`config.mk`:
```
export PLATFORM = sky130hd
export DESIGN_NAME = calo_trigger_bank_deframer_unit
export DESIGN_NICKNAME = d
export VERILOG_FILES = /design/src/rtl/ctbd_pkg.sv /design/src/rtl/ctbd_front.sv /design/src/rtl/ctbd_queue.sv /design/src/rtl/ctbd_back.sv /design/src/rtl/calo_trigger_bank_deframer_unit.sv
export VERILOG_INCLUDE_DIRS = /design/src /design/src/rtl
export SDC_FILE = /design/constraint.sdc
export NUM_CORES = 1
export LEC_CHECK = 0
export BUFFER_PORTS_ARGS = -buffer_cell sky130_fd_sc_hd__buf_2
export CAP_MARGIN = 20
export CELL_PAD_IN_SITES_DETAIL_PLACEMENT = 1
export CELL_PAD_IN_SITES_GLOBAL_PLACEMENT = 1
export CORE_MARGIN = 8
export CORE_UTILIZATION = 50
export DETAILED_ROUTE_END_ITERATION = 7
export MAX_ROUTING_LAYER = met4
export PLACE_DENSITY_LB_ADDON = 0.12
export SLEW_MARGIN = 15
export SYNTH_ARGS = -nofsm -noshare
export SYNTH_HDL_FRONTEND = slang
export SYNTH_SLANG_ARGS = --single-unit
```
`constraint.sdc`:
```
create_clock -name clock -period 8.5 [get_ports clock]
set_input_delay 1.275 -clock clock [delete_from_list [all_inputs] [get_ports clock]]
set_output_delay 1.275 -clock clock [all_outputs]
set_load 0.05 [all_outputs]
```
`src/rtl/calo_trigger_bank_deframer_unit_macros.svh`:
```
// assertion macros for the trigger bank deframer
// used by the top level only, no other dependencies
`ifndef CALO_TRIGGER_BANK_DEFRAMER_UNIT_MACROS_SVH
`define CALO_TRIGGER_BANK_DEFRAMER_UNIT_MACROS_SVH

// same-cycle implication, disabled during reset
`define CTBD_ASSERT_NOW(label, clk, rst, ante, cons) \
   label: assert property (@(posedge clk) disable iff (rst) (ante) |-> (cons)) \
      else $error("ctbd same cycle check failed");

// next-cycle implication, disabled during reset
`define CTBD_ASSERT_NEXT(label, clk, rst, ante, cons) \
   label: assert property (@(posedge clk) disable iff (rst) (ante) |=> (cons)) \
      else $error("ctbd next cycle check failed");

`endif

```
`src/rtl/ctbd_pkg.sv`:
```
// shared types and helpers for the trigger bank deframer
// no dependencies
`timescale 1ns / 1ps

package ctbd_pkg;

   localparam int WORD_W   = 32;
   localparam int CELL_W   = 16;
   localparam int CODE_W   = 9;
   localparam int CHAN_W   = 5;
   localparam int ADC_W    = 8;
   localparam int SOURCE_W = 16;
   localparam int COUNT_W  = 3;   // up to four records per word

   // one word's worth of records handed from front to back
   typedef struct packed {
      logic                per_card;
      logic [WORD_W-1:0]   word;
      logic [CODE_W-1:0]   code;
      logic [SOURCE_W-1:0] source;
      logic [WORD_W-1:0]   pattern;
      logic [1:0]          off_mask;  // bit 1: upper cell byte, bit 0: lower
      logic [COUNT_W-1:0]  count;
   } job_type;

   typedef struct packed {
      logic    push;
      job_type job;
   } push_type;

   // index of the lowest set bit, zero for an empty pattern
   function automatic logic [CHAN_W-1:0] lowest_set(input logic [WORD_W-1:0] p);
      logic [CHAN_W-1:0] idx;
      idx = '0;
      for (int i = WORD_W - 1; i >= 0; i--) begin
         if (p[i]) begin
            idx = CHAN_W'(i);
         end
      end
      return idx;
   endfunction

   // clear the lowest set bit
   function automatic logic [WORD_W-1:0] clear_lowest(input logic [WORD_W-1:0] p);
      return p & (p - WORD_W'(1));
   endfunction

endpackage

```
`src/rtl/ctbd_front.sv`:
```
// front end: bank framing state, card header decode, job building
// depends on ctbd_pkg
`timescale 1ns / 1ps

module ctbd_front
   import ctbd_pkg::*;
(
   input  logic                clock,
   input  logic                reset,
   input  logic                csr_write_enable,
   input  logic                csr_write_data,
   input  logic                accept,
   input  logic [WORD_W-1:0]   data_word,
   input  logic                first_word,
   input  logic                last_word,
   input  logic [1:0]          bank_version,
   input  logic                magic_ok,
   input  logic [SOURCE_W-1:0] source_tag,
   output push_type            push_out
);

   typedef enum logic [2:0] {
      PH_START,
      PH_IDLE,
      PH_OFFLINE,
      PH_HEADER,
      PH_PATTERN,
      PH_DATA,
      PH_SKIP
   } phase_type;

   phase_type           phase_ff, phase_in, phase_cur;
   logic [SOURCE_W-1:0] source_ff, source_in;
   logic [CODE_W-1:0]   code_ff, code_in;
   logic [WORD_W-1:0]   pattern_ff, pattern_in;
   logic [4:0]          skip_ff, skip_in;
   logic                extra_header_ff, extra_header_in;

   logic [WORD_W-1:0]   pat1, pat2, pat3, pat4;
   logic [6:0]          adc_sum;
   logic [4:0]          hdr_skip;
   logic [4:0]          skip_dec;
   logic                consumed;
   logic                b1_nz, b0_nz;

   // data phase is never entered on a first word, so the held pattern is the live one
   assign pat1     = clear_lowest(pattern_ff);
   assign pat2     = clear_lowest(pat1);
   assign pat3     = clear_lowest(pat2);
   assign pat4     = clear_lowest(pat3);
   assign adc_sum  = {1'b0, data_word[12:7]} + 7'd3;
   assign hdr_skip = adc_sum[6:2];
   assign b1_nz    = (data_word[15:8] != '0);
   assign b0_nz    = (data_word[7:0] != '0);

   always_comb begin
      phase_cur       = phase_ff;
      source_in       = source_ff;
      code_in         = code_ff;
      pattern_in      = pattern_ff;
      skip_in         = skip_ff;
      extra_header_in = csr_write_enable ? csr_write_data : extra_header_ff;
      consumed        = 1'b0;
      skip_dec        = '0;
      push_out        = '0;

      // bank start resets the card context
      if (first_word) begin
         source_in  = source_tag;
         code_in    = '0;
         pattern_in = '0;
         skip_in    = '0;
         consumed   = extra_header_ff;
         if (!magic_ok || bank_version == 2'd3) begin
            phase_cur = PH_IDLE;
         end else if (bank_version < 2'd2) begin
            phase_cur = PH_OFFLINE;
         end else begin
            phase_cur = PH_HEADER;
         end
      end
      phase_in = phase_cur;

      push_out.job.word     = data_word;
      push_out.job.source   = source_in;
      push_out.job.code     = code_in;
      push_out.job.pattern  = pattern_in;

      if (!consumed) begin
         unique case (phase_cur)
            PH_OFFLINE: begin
               push_out.job.per_card = 1'b0;
               push_out.job.off_mask = {b1_nz, b0_nz};
               push_out.job.count    = {2'b00, b1_nz} + {2'b00, b0_nz};
               push_out.job.code     = '0;
               push_out.push         = b1_nz || b0_nz;
            end
            PH_HEADER: begin
               code_in    = data_word[22:14];
               skip_in    = hdr_skip;
               pattern_in = '0;
               if (data_word[5:0] != '0) begin
                  phase_in = PH_PATTERN;
               end else begin
                  phase_in = (hdr_skip == '0) ? PH_HEADER : PH_SKIP;
               end
            end
            PH_PATTERN: begin
               pattern_in = data_word;
               phase_in   = PH_DATA;
            end
            PH_DATA: begin
               // up to four set bits consumed per data word
               push_out.job.per_card = 1'b1;
               push_out.job.count    = {2'b00, pattern_ff != '0} + {2'b00, pat1 != '0}
                                     + {2'b00, pat2 != '0} + {2'b00, pat3 != '0};
               push_out.push         = (pattern_ff != '0);
               pattern_in            = pat4;
               if (pat4 == '0) begin
                  phase_in = (skip_ff == '0) ? PH_HEADER : PH_SKIP;
               end
            end
            PH_SKIP: begin
               skip_dec = (skip_ff != '0) ? skip_ff - 5'd1 : skip_ff;
               skip_in  = skip_dec;
               if (skip_dec == '0) begin
                  phase_in = PH_HEADER;
               end
            end
            PH_START, PH_IDLE: begin
            end
            default: begin
            end
         endcase
      end

      if (last_word) begin
         phase_in = PH_START;
      end

      if (!accept) begin
         phase_in      = phase_ff;
         source_in     = source_ff;
         code_in       = code_ff;
         pattern_in    = pattern_ff;
         skip_in       = skip_ff;
         push_out.push = 1'b0;
      end
   end

   always_ff @(posedge clock) begin
      if (reset) begin
         phase_ff        <= PH_START;
         source_ff       <= '0;
         code_ff         <= '0;
         pattern_ff      <= '0;
         skip_ff         <= '0;
         extra_header_ff <= 1'b0;
      end else begin
         phase_ff        <= phase_in;
         source_ff       <= source_in;
         code_ff         <= code_in;
         pattern_ff      <= pattern_in;
         skip_ff         <= skip_in;
         extra_header_ff <= extra_header_in;
      end
   end

endmodule

```
`src/rtl/ctbd_queue.sv`:
```
// two-entry job queue between front and back
// depends on ctbd_pkg
`timescale 1ns / 1ps

module ctbd_queue
   import ctbd_pkg::*;
(
   input  logic     clock,
   input  logic     reset,
   input  push_type push_in,
   input  logic     pop,
   output logic     full,
   output logic     head_valid,
   output job_type  head
);

   job_type    entry0_ff, entry0_in;
   job_type    entry1_ff, entry1_in;
   logic       wr_ptr_ff, wr_ptr_in;
   logic       rd_ptr_ff, rd_ptr_in;
   logic [1:0] count_ff, count_in;

   assign full       = (count_ff == 2'd2);
   assign head_valid = (count_ff != 2'd0);
   assign head       = rd_ptr_ff ? entry1_ff : entry0_ff;

   always_comb begin
      entry0_in = entry0_ff;
      entry1_in = entry1_ff;
      wr_ptr_in = wr_ptr_ff;
      rd_ptr_in = rd_ptr_ff;
      count_in  = count_ff;
      if (push_in.push) begin
         if (wr_ptr_ff) begin
            entry1_in = push_in.job;
         end else begin
            entry0_in = push_in.job;
         end
         wr_ptr_in = ~wr_ptr_ff;
      end
      if (pop) begin
         rd_ptr_in = ~rd_ptr_ff;
      end
      case ({push_in.push, pop})
         2'b10:   count_in = count_ff + 2'd1;
         2'b01:   count_in = count_ff - 2'd1;
         default: count_in = count_ff;
      endcase
   end

   always_ff @(posedge clock) begin
      entry0_ff <= entry0_in;
      entry1_ff <= entry1_in;
      if (reset) begin
         wr_ptr_ff <= 1'b0;
         rd_ptr_ff <= 1'b0;
         count_ff  <= '0;
      end else begin
         wr_ptr_ff <= wr_ptr_in;
         rd_ptr_ff <= rd_ptr_in;
         count_ff  <= count_in;
      end
   end

endmodule

```
`src/rtl/ctbd_back.sv`:
```
// back end: walks one job a record per cycle into the output register
// unless rsp_stall holds it; depends on ctbd_pkg
`timescale 1ns / 1ps

module ctbd_back
   import ctbd_pkg::*;
(
   input  logic                clock,
   input  logic                reset,
   input  logic                head_valid,
   input  job_type             head,
   output logic                pop,
   input  logic                rsp_stall,
   output logic                rsp_valid,
   output logic                rsp_per_card,
   output logic [CELL_W-1:0]   rsp_cell_id,
   output logic [CODE_W-1:0]   rsp_card_code,
   output logic [CHAN_W-1:0]   rsp_channel,
   output logic [ADC_W-1:0]    rsp_adc_value,
   output logic [SOURCE_W-1:0] rsp_source_out,
   output logic                rsp_run_end
);

   job_type             job_ff, job_in;
   logic                active_ff, active_in;
   logic [1:0]          byte_ff, byte_in;
   logic                valid_ff, valid_in;
   logic                per_card_ff, per_card_in;
   logic [CELL_W-1:0]   cell_ff, cell_in;
   logic [CODE_W-1:0]   code_ff, code_in;
   logic [CHAN_W-1:0]   chan_ff, chan_in;
   logic [ADC_W-1:0]    adc_ff, adc_in;
   logic [SOURCE_W-1:0] source_ff, source_in;
   logic                run_end_ff, run_end_in;

   logic                out_free, fire, finish;
   logic [ADC_W-1:0]    card_byte;

   assign out_free = !valid_ff || !rsp_stall;
   assign fire     = active_ff && out_free;
   assign finish   = fire && (job_ff.count == COUNT_W'(1));
   assign pop      = head_valid && (!active_ff || finish);

   always_comb begin
      case (byte_ff)
         2'd0:    card_byte = job_ff.word[7:0];
         2'd1:    card_byte = job_ff.word[15:8];
         2'd2:    card_byte = job_ff.word[23:16];
         default: card_byte = job_ff.word[31:24];
      endcase
   end

   always_comb begin
      job_in      = job_ff;
      active_in   = active_ff;
      byte_in     = byte_ff;
      valid_in    = valid_ff;
      per_card_in = per_card_ff;
      cell_in     = cell_ff;
      code_in     = code_ff;
      chan_in     = chan_ff;
      adc_in      = adc_ff;
      source_in   = source_ff;
      run_end_in  = run_end_ff;

      if (fire) begin
         valid_in    = 1'b1;
         per_card_in = job_ff.per_card;
         source_in   = job_ff.source;
         run_end_in  = (job_ff.count == COUNT_W'(1));
         job_in.count = job_ff.count - COUNT_W'(1);
         if (job_ff.per_card) begin
            cell_in        = '0;
            code_in        = job_ff.code;
            chan_in        = lowest_set(job_ff.pattern);
            adc_in         = card_byte;
            job_in.pattern = clear_lowest(job_ff.pattern);
            byte_in        = byte_ff + 2'd1;
         end else begin
            code_in = '0;
            chan_in = '0;
            if (job_ff.off_mask[1]) begin
               cell_in         = job_ff.word[31:16];
               adc_in          = job_ff.word[15:8];
               job_in.off_mask = {1'b0, job_ff.off_mask[0]};
            end else begin
               cell_in         = job_ff.word[31:16] + CELL_W'(1);
               adc_in          = job_ff.word[7:0];
               job_in.off_mask = 2'b00;
            end
         end
      end else if (out_free) begin
         valid_in = 1'b0;
      end

      if (pop) begin
         job_in    = head;
         active_in = 1'b1;
         byte_in   = '0;
      end else if (finish) begin
         active_in = 1'b0;
      end
   end

   always_ff @(posedge clock) begin
      job_ff      <= job_in;
      byte_ff     <= byte_in;
      per_card_ff <= per_card_in;
      cell_ff     <= cell_in;
      code_ff     <= code_in;
      chan_ff     <= chan_in;
      adc_ff      <= adc_in;
      source_ff   <= source_in;
      run_end_ff  <= run_end_in;
      if (reset) begin
         active_ff <= 1'b0;
         valid_ff  <= 1'b0;
      end else begin
         active_ff <= active_in;
         valid_ff  <= valid_in;
      end
   end

   assign rsp_valid      = valid_ff;
   assign rsp_per_card   = per_card_ff;
   assign rsp_cell_id    = cell_ff;
   assign rsp_card_code  = code_ff;
   assign rsp_channel    = chan_ff;
   assign rsp_adc_value  = adc_ff;
   assign rsp_source_out = source_ff;
   assign rsp_run_end    = run_end_ff;

endmodule

```
`src/rtl/calo_trigger_bank_deframer_unit.sv`:
```
// top level of the trigger bank deframer: front, job queue, back
// depends on ctbd_pkg, ctbd_front, ctbd_queue, ctbd_back and the macros header
`timescale 1ns / 1ps
`include "calo_trigger_bank_deframer_unit_macros.svh"

//  channel   direction  handshake           word
//  req_      in         req_valid/req_stall one 32-bit bank word plus framing flags
//  rsp_      out        rsp_valid/rsp_stall one trigger record
//  csr_      in         csr_write_enable    extra_header bit, no read-back
//
//  a bank word is taken whenever the queue is not full; the back end puts out one
//  record per cycle while rsp_stall is low, so a data word of a card gives up to four
//  records, an offline word up to two, header/pattern/skip words none on the output side
//  the two-entry job queue lets the front keep taking words while records drain
//  synchronous reset clears framing state, queue and output valid; no memory sweep
//  req_stall is the queue full flag; rsp_stall holds the output register

module calo_trigger_bank_deframer_unit
   import ctbd_pkg::*;
(
   input  logic                clock,
   input  logic                reset,
   // configuration
   input  logic                csr_write_enable,
   input  logic                csr_write_data,
   // input words
   input  logic                req_valid,
   output logic                req_stall,
   input  logic [WORD_W-1:0]   req_data_word,
   input  logic                req_first_word,
   input  logic                req_last_word,
   input  logic [1:0]          req_bank_version,
   input  logic                req_magic_ok,
   input  logic [SOURCE_W-1:0] req_source_tag,
   // result records
   output logic                rsp_valid,
   input  logic                rsp_stall,
   output logic                rsp_per_card,
   output logic [CELL_W-1:0]   rsp_cell_id,
   output logic [CODE_W-1:0]   rsp_card_code,
   output logic [CHAN_W-1:0]   rsp_channel,
   output logic [ADC_W-1:0]    rsp_adc_value,
   output logic [SOURCE_W-1:0] rsp_source_out,
   output logic                rsp_run_end
);

   // word accepted when valid and not stalled
   logic     req_accept;
   push_type front_push;
   logic     q_full;
   logic     q_head_valid;
   job_type  q_head;
   logic     q_pop;

   assign req_accept = req_valid && !req_stall;
   // only a full queue holds off the source
   assign req_stall  = q_full;

   // framing state machine, turns each word into at most one job
   ctbd_front u_front (
      .clock            (clock),
      .reset            (reset),
      .csr_write_enable (csr_write_enable),
      .csr_write_data   (csr_write_data),
      .accept           (req_accept),
      .data_word        (req_data_word),
      .first_word       (req_first_word),
      .last_word        (req_last_word),
      .bank_version     (req_bank_version),
      .magic_ok         (req_magic_ok),
      .source_tag       (req_source_tag),
      .push_out         (front_push)
   );

   // decoupling queue
   ctbd_queue u_queue (
      .clock      (clock),
      .reset      (reset),
      .push_in    (front_push),
      .pop        (q_pop),
      .full       (q_full),
      .head_valid (q_head_valid),
      .head       (q_head)
   );

   // record generator with output register
   ctbd_back u_back (
      .clock          (clock),
      .reset          (reset),
      .head_valid     (q_head_valid),
      .head           (q_head),
      .pop            (q_pop),
      .rsp_stall      (rsp_stall),
      .rsp_valid      (rsp_valid),
      .rsp_per_card   (rsp_per_card),
      .rsp_cell_id    (rsp_cell_id),
      .rsp_card_code  (rsp_card_code),
      .rsp_channel    (rsp_channel),
      .rsp_adc_value  (rsp_adc_value),
      .rsp_source_out (rsp_source_out),
      .rsp_run_end    (rsp_run_end)
   );

   // checks
   `CTBD_ASSERT_NOW(a_pop_has_data, clock, reset, q_pop, q_head_valid)
   `CTBD_ASSERT_NEXT(a_push_lands, clock, reset, front_push.push && !q_pop, q_head_valid)
   `CTBD_ASSERT_NOW(a_offline_clean, clock, reset, rsp_valid && !rsp_per_card, (rsp_card_code == '0) && (rsp_channel == '0) && (rsp_adc_value != '0))
   `CTBD_ASSERT_NOW(a_card_clean, clock, reset, rsp_valid && rsp_per_card, rsp_cell_id == '0)

endmodule

```
==> results of run 1 <==
==> worst reg2reg max path, cell delays in order, from the launching register on <==
cell and delay, ps:
dfxtp_1 470, nor4_4 590, nand4_1 530, o211a_1 390, a211oi_2 630, maj3_1 290, nor4b_4 490, a21oi_1 120
nor4_2 790, nand4_1 430, nor2_1 430, a21boi_0 320, fa_1 220, inv_1 40, ha_1 270, a22oi_1 200
a21oi_1 80
==> state kept, by name (all words and copies together) (netlist names) <==
register                 cells
u_back.rsp_adc_value         8
u_back.rsp_per_card          1
u_back.rsp_card_code         9
u_front.pattern_ff          32
u_back.active_ff             1
u_back.rsp_valid             1
u_queue.entry1_ff           94
u_back.byte_ff               2
u_front.phase_ff             3
u_queue.count_ff             2
u_front.extra_header_ff      1
u_back.job_ff               94
u_queue.rd_ptr_ff            1
u_queue.wr_ptr_ff            1
u_front.code_ff              9
u_back.rsp_channel           5
u_queue.entry0_ff           94
u_front.source_ff           16
u_back.rsp_source_out       16
u_back.rsp_run_end           1
u_front.skip_ff              5
u_back.rsp_cell_id          16
==> final cells by class <==
type	instances	area (um^2)
Antenna cell	1	2.50
Clock buffer	61	1170
Clock inverter	19	154
Fill cell	4069	16800
Inverter	49	184
Multi-Input combinational cell	1145	7420
Sequential cell	412	11600
Tap cell	518	648
Timing Repair Buffer	137	738
==> cell usage after synthesis, types with 16 or more instances <==
cell,count,area (um^2)
mux2i_1,51,510
nor2_1,150,563
nand2_1,148,556
o211ai_1,18,135
and2_1,26,163
a211oi_1,18,135
mux2_2,75,845
clkbuf_1,84,315
dfxtp_1,74,1480
o21ai_0,96,480
edfxtp_1,338,10100
a21oi_1,121,606
nor2b_1,30,188
nor4_1,18,113
inv_1,48,180
a22oi_1,21,158
nor3_1,31,155
nand4_1,16,100
nand3_1,41,205
==> routing by layer <==
metal / up-vias / share of wire, %
met1: 7222 / 42
li1: 6625 / -
met3: 85 / 4.9
met2: 366 / 50
met5: - / 0
met4: 0 / 2.5
==> how the worst max path moves through the flow <==
stage                                                   from                              to  slack [ps]
after detailed placement  u_front.pattern_ff[2]$_SDFFE_PP0P_  u_queue.entry0_ff[1]$_DFFE_PP_        2030
final                     u_front.pattern_ff[2]$_SDFFE_PP0P_  u_queue.entry0_ff[1]$_DFFE_PP_        1930
after global routing      u_front.pattern_ff[2]$_SDFFE_PP0P_  u_queue.entry0_ff[1]$_DFFE_PP_        1320
after global placement    u_front.pattern_ff[2]$_SDFFE_PP0P_  u_queue.entry0_ff[1]$_DFFE_PP_        2370
after CTS                 u_front.pattern_ff[2]$_SDFFE_PP0P_  u_queue.entry0_ff[1]$_DFFE_PP_        2010
after floorplan                               req_first_word  u_queue.entry0_ff[0]$_DFFE_PP_        1640
==> power groups by stage <==
stage | combinational [mW] | clock (mW) | sequential, mW
detailed placement | 1.67 | 0 | 3.04
global placement | 1.62 | 0 | 3.01
floorplan | 0.953 | 0 | 3.22
finish | 1.68 | 1.79 | 3.00
global route | 1.82 | 1.89 | 3.04
CTS | 1.70 | 1.82 | 3.00
==> kinds of logic after synthesis <==
| group | after synthesis | synth area share (%) |
|---|---|---|
| buf+inv | 152 | 3.04 |
| compound gates | 425 | 14.2 |
| xor+xnor | 24 | 1.07 |
| mux | 126 | 6.91 |
| fa+ha+maj | 27 | 1.61 |
| simple gates | 543 | 13.9 |
| flops | 412 | 59.3 |
==> results.py, run 1 <==
metrics = {
    "outcome": {
        "status": "finished, final reports clean",
    },
    "finish": {
        "area.growth.synth_to_final_pct": 11.9,
        "mostFrequentLayoutCell": "edfxtp_1",
        "fin_area_mm2": 0.0220,
        "layout_common_cells": "edfxtp_1, nor2_1, nand2_1, a21oi_1, buf_2",
        "instances_no_fill": 2342,
        "fin_nets": 1861,
        "drive_above_1_share_pct": 17.2,
        "utilization_pct": 56.7,
    },
    "critical_path": {
        "path_depth": 16,
        "r2r-start": "u_front.pattern_ff[2]$_SDFFE_PP0P_",
        "ff2ff_path_depth": 16,
        "path_buf_inv": 1,
        "end_kind": "register",
        "worst_setup_path_start_kind": "register",
        "cpPeakStageDelay_ps": 790,
        "critPathArrivalTime_ps": 6850,
        "cp.required_ps": 8780,
        "r2r_slack_ps": 1930,
        "path_max_fanout": 13,
        "critPathKind": "reg2reg",
        "crit_family": "simple AND/OR/NAND/NOR gates",
        "cp_slowest_cell": "nor4_2",
        "r2r_end": "u_queue.entry0_ff[1]$_DFFE_PP_",
        "crit_chain": "nor4_4, nand4_1, o211a_1, a211oi_2, maj3_1, nor4b_4, a21oi_1, nor4_2, nand4_1, nor2_1, a21boi_0, fa_1, inv_1, ha_1, a22oi_1, a21oi_1",
    },
    "global_routing": {
        "grtUsageMet2_pct": 42.5,
        "grt_antenna_before_repair": 4,
        "use_met1_pct": 30.3,
        "grt-ovfl-total": 0,
        "grt_pass1_wl_mm": 88.0,
        "grt_max_degree": 74,
        "busiest_layer": "met2",
        "first_global_vias": 14700,
        "use_met3_pct": 4.01,
        "grt_usage_pct": 24.9,
    },
    "route": {
        "postRouteAntennaNets": 0,
        "wirelength_mm": 57.5,
        "first_iter_violations": 897,
        "via_count": 14300,
        "route.detailed.drc": 0,
        "via_per_inst": 6.11,
        "wl_per_cell_um": 24.6,
        "dr.pass1.iters": 7,
    },
    "yosys": {
        "synth-seq-cells": 412,
        "yosys_warnings": 0,
        "netlist_area_mm2": 0.0196,
        "synth_edf_count": 338,
        "yosysUniqueCellTypes": 91,
        "syn_nets": 1782,
        "syn_area_per_cell_um2": 11.5,
        "async_flop_share_pct": 0,
        "ys_seq_area_share_pct": 59.3,
        "synthFlopType": "edfxtp_1",
        "synthCells": 1709,
    },
    "sta": {
        "setup_ws_ps": 1930,
        "clock_skew_ps": 17.7,
        "min_period_ps": 6570,
        "tightest_slew_ps": 965,
        "fmax_ghz": 0.152,
        "rsz0062_at_grt": "false",
        "timing.slew.headroom_pct": 35.5,
        "fin_setup_tns_ps": 0,
        "hold_violations": 0,
        "slew_viol_final": 0,
        "setup_viol": 0,
        "period_share_pct": 77.3,
        "whs_ps": 426,
    },
    "worst_hold_path": {
        "holdCritPathClass": "reg2reg",
        "hp-start": "u_back.job_ff[52]$_DFFE_PP_",
        "whs_endpoint": "u_back.rsp_source_out[15]$_DFFE_PP_",
        "holdPathStages": 0,
    },
    "power": {
        "p_comb_share_pct": 26.0,
        "ir_worst_vdd_v": 0.000196,
        "power.total_mw": 6.47,
        "power_frac_seq_pct": 46.4,
        "p_sw_mw": 2.25,
        "switching_share_pct": 34.8,
        "pwr-share-clk_pct": 27.6,
        "intPower_mw": 4.22,
        "power.density_mw_per_mm2": 295,
        "power.leakage_nw": 7.66,
    },
    "place": {
        "dp_cells": 2261,
        "finalWeightedCongestion": 0.895,
        "post_dp_cell_area_mm2": 0.0206,
        "portBuffers": 116,
        "place_hpwl_mm": 39.2,
        "pre_cts_slack_ps": 2030,
    },
    "job": {
        "cap_violations": 0,
    },
    "floorplanning": {
        "die_w_um": 214,
        "io_pins": 117,
        "coreArea_mm2": 0.0387,
        "start_util_pct": 50.6,
        "fp.dieH_um": 214,
        "std_cell_rows": 72,
        "dieArea_mm2": 0.0458,
    },
    "cts": {
        "clk_pin_slew_ps": 70,
        "cts.htree.levels": 2,
        "cts-hold-fix-buffers": 0,
        "cts_buffer_depth": 3,
        "cts_tree": "yes",
        "numClockSinks": 412,
        "cts_buffers": 43,
        "cts-root-buf": "clkbuf_16",
        "clk_latency_ps": 580,
        "ctsResizeCount": 0,
        "post_cts_buffers": 0,
    },
}
Note: power is estimated with default switching activity, not from simulation.
==> run 2, diff against run 1 <==
clock period = 6.5 ns   (was 8.5 ns; I/O delays follow)
==> run 2 against run 1 <==
Combinational power rose by 33%. First-iteration DRC count rose by 20%. Worst setup slack got worse by 1400 ps. Hold slack got worse by 7.7 ps. Largest cell class unchanged. Largest power group unchanged.
==> results.py, run 2 (synthesis gave the netlist of run 1 again) <==
metrics = {
    "place": {
        "place_hpwl_mm": 39.2,
        "finalWeightedCongestion": 0.890,
        "post_dp_cell_area_mm2": 0.0207,
        "portBuffers": 116,
        "dp_cells": 2263,
    },
    "cts": {
        "clk_latency_ps": 570,
        "cts.htree.levels": 2,
        "cts-root-buf": "clkbuf_16",
        "numClockSinks": 412,
        "cts_tree": "yes",
        "cts_buffers": 44,
        "cts_buffer_depth": 3,
        "cts-hold-fix-buffers": 0,
        "clk_pin_slew_ps": 60,
    },
    "sta": {
        "min_period_ps": 5950,
        "slew_viol_final": 0,
        "period_share_pct": 91.6,
        "fmax_ghz": 0.168,
        "tightest_slew_ps": 1060,
        "timing.slew.headroom_pct": 27.3,
        "setup_viol": 0,
        "clock_skew_ps": 25.0,
        "hold_violations": 0,
        "rsz0062_at_grt": "false",
        "fin_setup_tns_ps": 0,
    },
    "floorplanning": {
        "die_w_um": 214,
        "start_util_pct": 50.6,
        "fp.dieH_um": 214,
        "std_cell_rows": 72,
        "coreArea_mm2": 0.0387,
        "dieArea_mm2": 0.0458,
        "io_pins": 117,
    },
    "critical_path": {
        "cp_slowest_cell": "or4_1",
        "cpPeakStageDelay_ps": 780,
        "critPathKind": "reg2reg",
        "path_buf_inv": 1,
        "cp.required_ps": 6780,
        "cpMostUsedCell": "nand3_1",
        "worst_setup_path_start_kind": "register",
        "end_kind": "register",
        "critPathArrivalTime_ps": 6240,
        "crit_family": "compound AO/OA/AOI/OAI gates",
        "crit_chain": "or4_1, nor2_4, a311oi_1, a211oi_4, nand3_1, a221oi_4, nand3_1, o311ai_1, nand4_1, nor2_1, a21boi_0, fa_1, inv_1, ha_1, a22oi_1, a21oi_1",
        "path_max_fanout": 13,
    },
    "finish": {
        "fin_area_mm2": 0.0221,
        "instances_no_fill": 2345,
        "drive_above_1_share_pct": 17.6,
        "antenna_cells": 0,
        "mostFrequentLayoutCell": "edfxtp_1",
        "nFillCells": 4082,
        "reg_top3": "u_back.job_ff: 94 flops, u_queue.entry0_ff: 94 flops, u_queue.entry1_ff: 94 flops",
        "multi_input_area_mm2": 0.00743,
        "fin_nets": 1866,
        "area.growth.synth_to_final_pct": 12.6,
        "layout_common_cells": "edfxtp_1, nand2_1, nor2_1, a21oi_1, buf_2",
        "register_area_mm2": 0.0116,
    },
    "global_routing": {
        "grt_pass1_wl_mm": 88.9,
        "grt_max_degree": 74,
        "first_global_vias": 15000,
        "grt_usage_pct": 25.1,
        "grt-ovfl-total": 0,
        "grt_antenna_before_repair": 0,
    },
    "worst_hold_path": {
        "holdCritPathClass": "reg2reg",
    },
    "job": {
        "cap_violations": 0,
    },
    "route": {
        "wirelength_mm": 57.6,
        "route.detailed.drc": 0,
        "first_iter_violations": 1080,
        "via_count": 14300,
        "met2_length_mm": 28.3,
        "via_per_inst": 6.12,
        "m1WireLength_mm": 24.2,
        "wl_met3_mm": 3.02,
        "dr.pass1.iters": 7,
        "postRouteAntennaNets": 0,
        "wl_per_cell_um": 24.6,
        "top_layer": "met4",
    },
    "power": {
        "power.total_mw": 8.59,
        "power.leakage_nw": 7.74,
        "ir_worst_vdd_v": 0.000257,
        "power.density_mw_per_mm2": 389,
    },
    "outcome": {
        "status": "finished, final reports clean",
    },
}
run 2: metrics by stage:
step                      utilization, %  hold slack [ps]  setup WS [ps]
final                               57.0              418            546
after global routing                57.0              431            118
after detailed placement            53.3              406            296
after floorplan                        -              400           1520
after CTS                           57.0              418            266
after global placement              53.3              401            613
run 2: timing repair:
action | CTS | global route
resized for setup | 0 | 1
setup buffers | 0 | 2
endpoints found under the setup margin | 0 | 6
run 2: cell type report:
type | count | area share (%)
Inverter | 49 | 0.833
Clock inverter | 19 | 0.884
Sequential cell | 412 | 52.7
Timing Repair Buffer | 141 | 3.54
Clock buffer | 61 | 5.50
Tap cell | 518 | 2.93
Multi-Input combinational cell | 1145 | 33.6
run 2: report_power, final:
group,switching (mW),internal [mW]
clock network,1.03,1.43
registers,0.345,3.54
logic,1.56,0.669
total,2.94,5.64
run 2: path summary, 6_finish.rpt:
check                                     start                            endpoint  slack, ps  depth (start not counted)
max          u_front.pattern_ff[2]$_SDFFE_PP0P_      u_queue.entry1_ff[1]$_DFFE_PP_        550                         16
min                 u_back.job_ff[42]$_DFFE_PP_  u_back.rsp_source_out[5]$_DFFE_PP_        420                          0
max reg2reg  u_front.pattern_ff[2]$_SDFFE_PP0P_      u_queue.entry1_ff[1]$_DFFE_PP_        550                         16
min reg2reg         u_back.job_ff[42]$_DFFE_PP_  u_back.rsp_source_out[5]$_DFFE_PP_        420                          0
run 2: per-layer routing:
| layer | up-vias | track usage [%] |
|---|---|---|
| li1 | 6622 | - |
| met1 | 7222 | 30.6 |
| met2 | 385 | 41.8 |
| met3 | 112 | 4.23 |
| met4 | 0 | 9.03 |
| met5 | - | - |
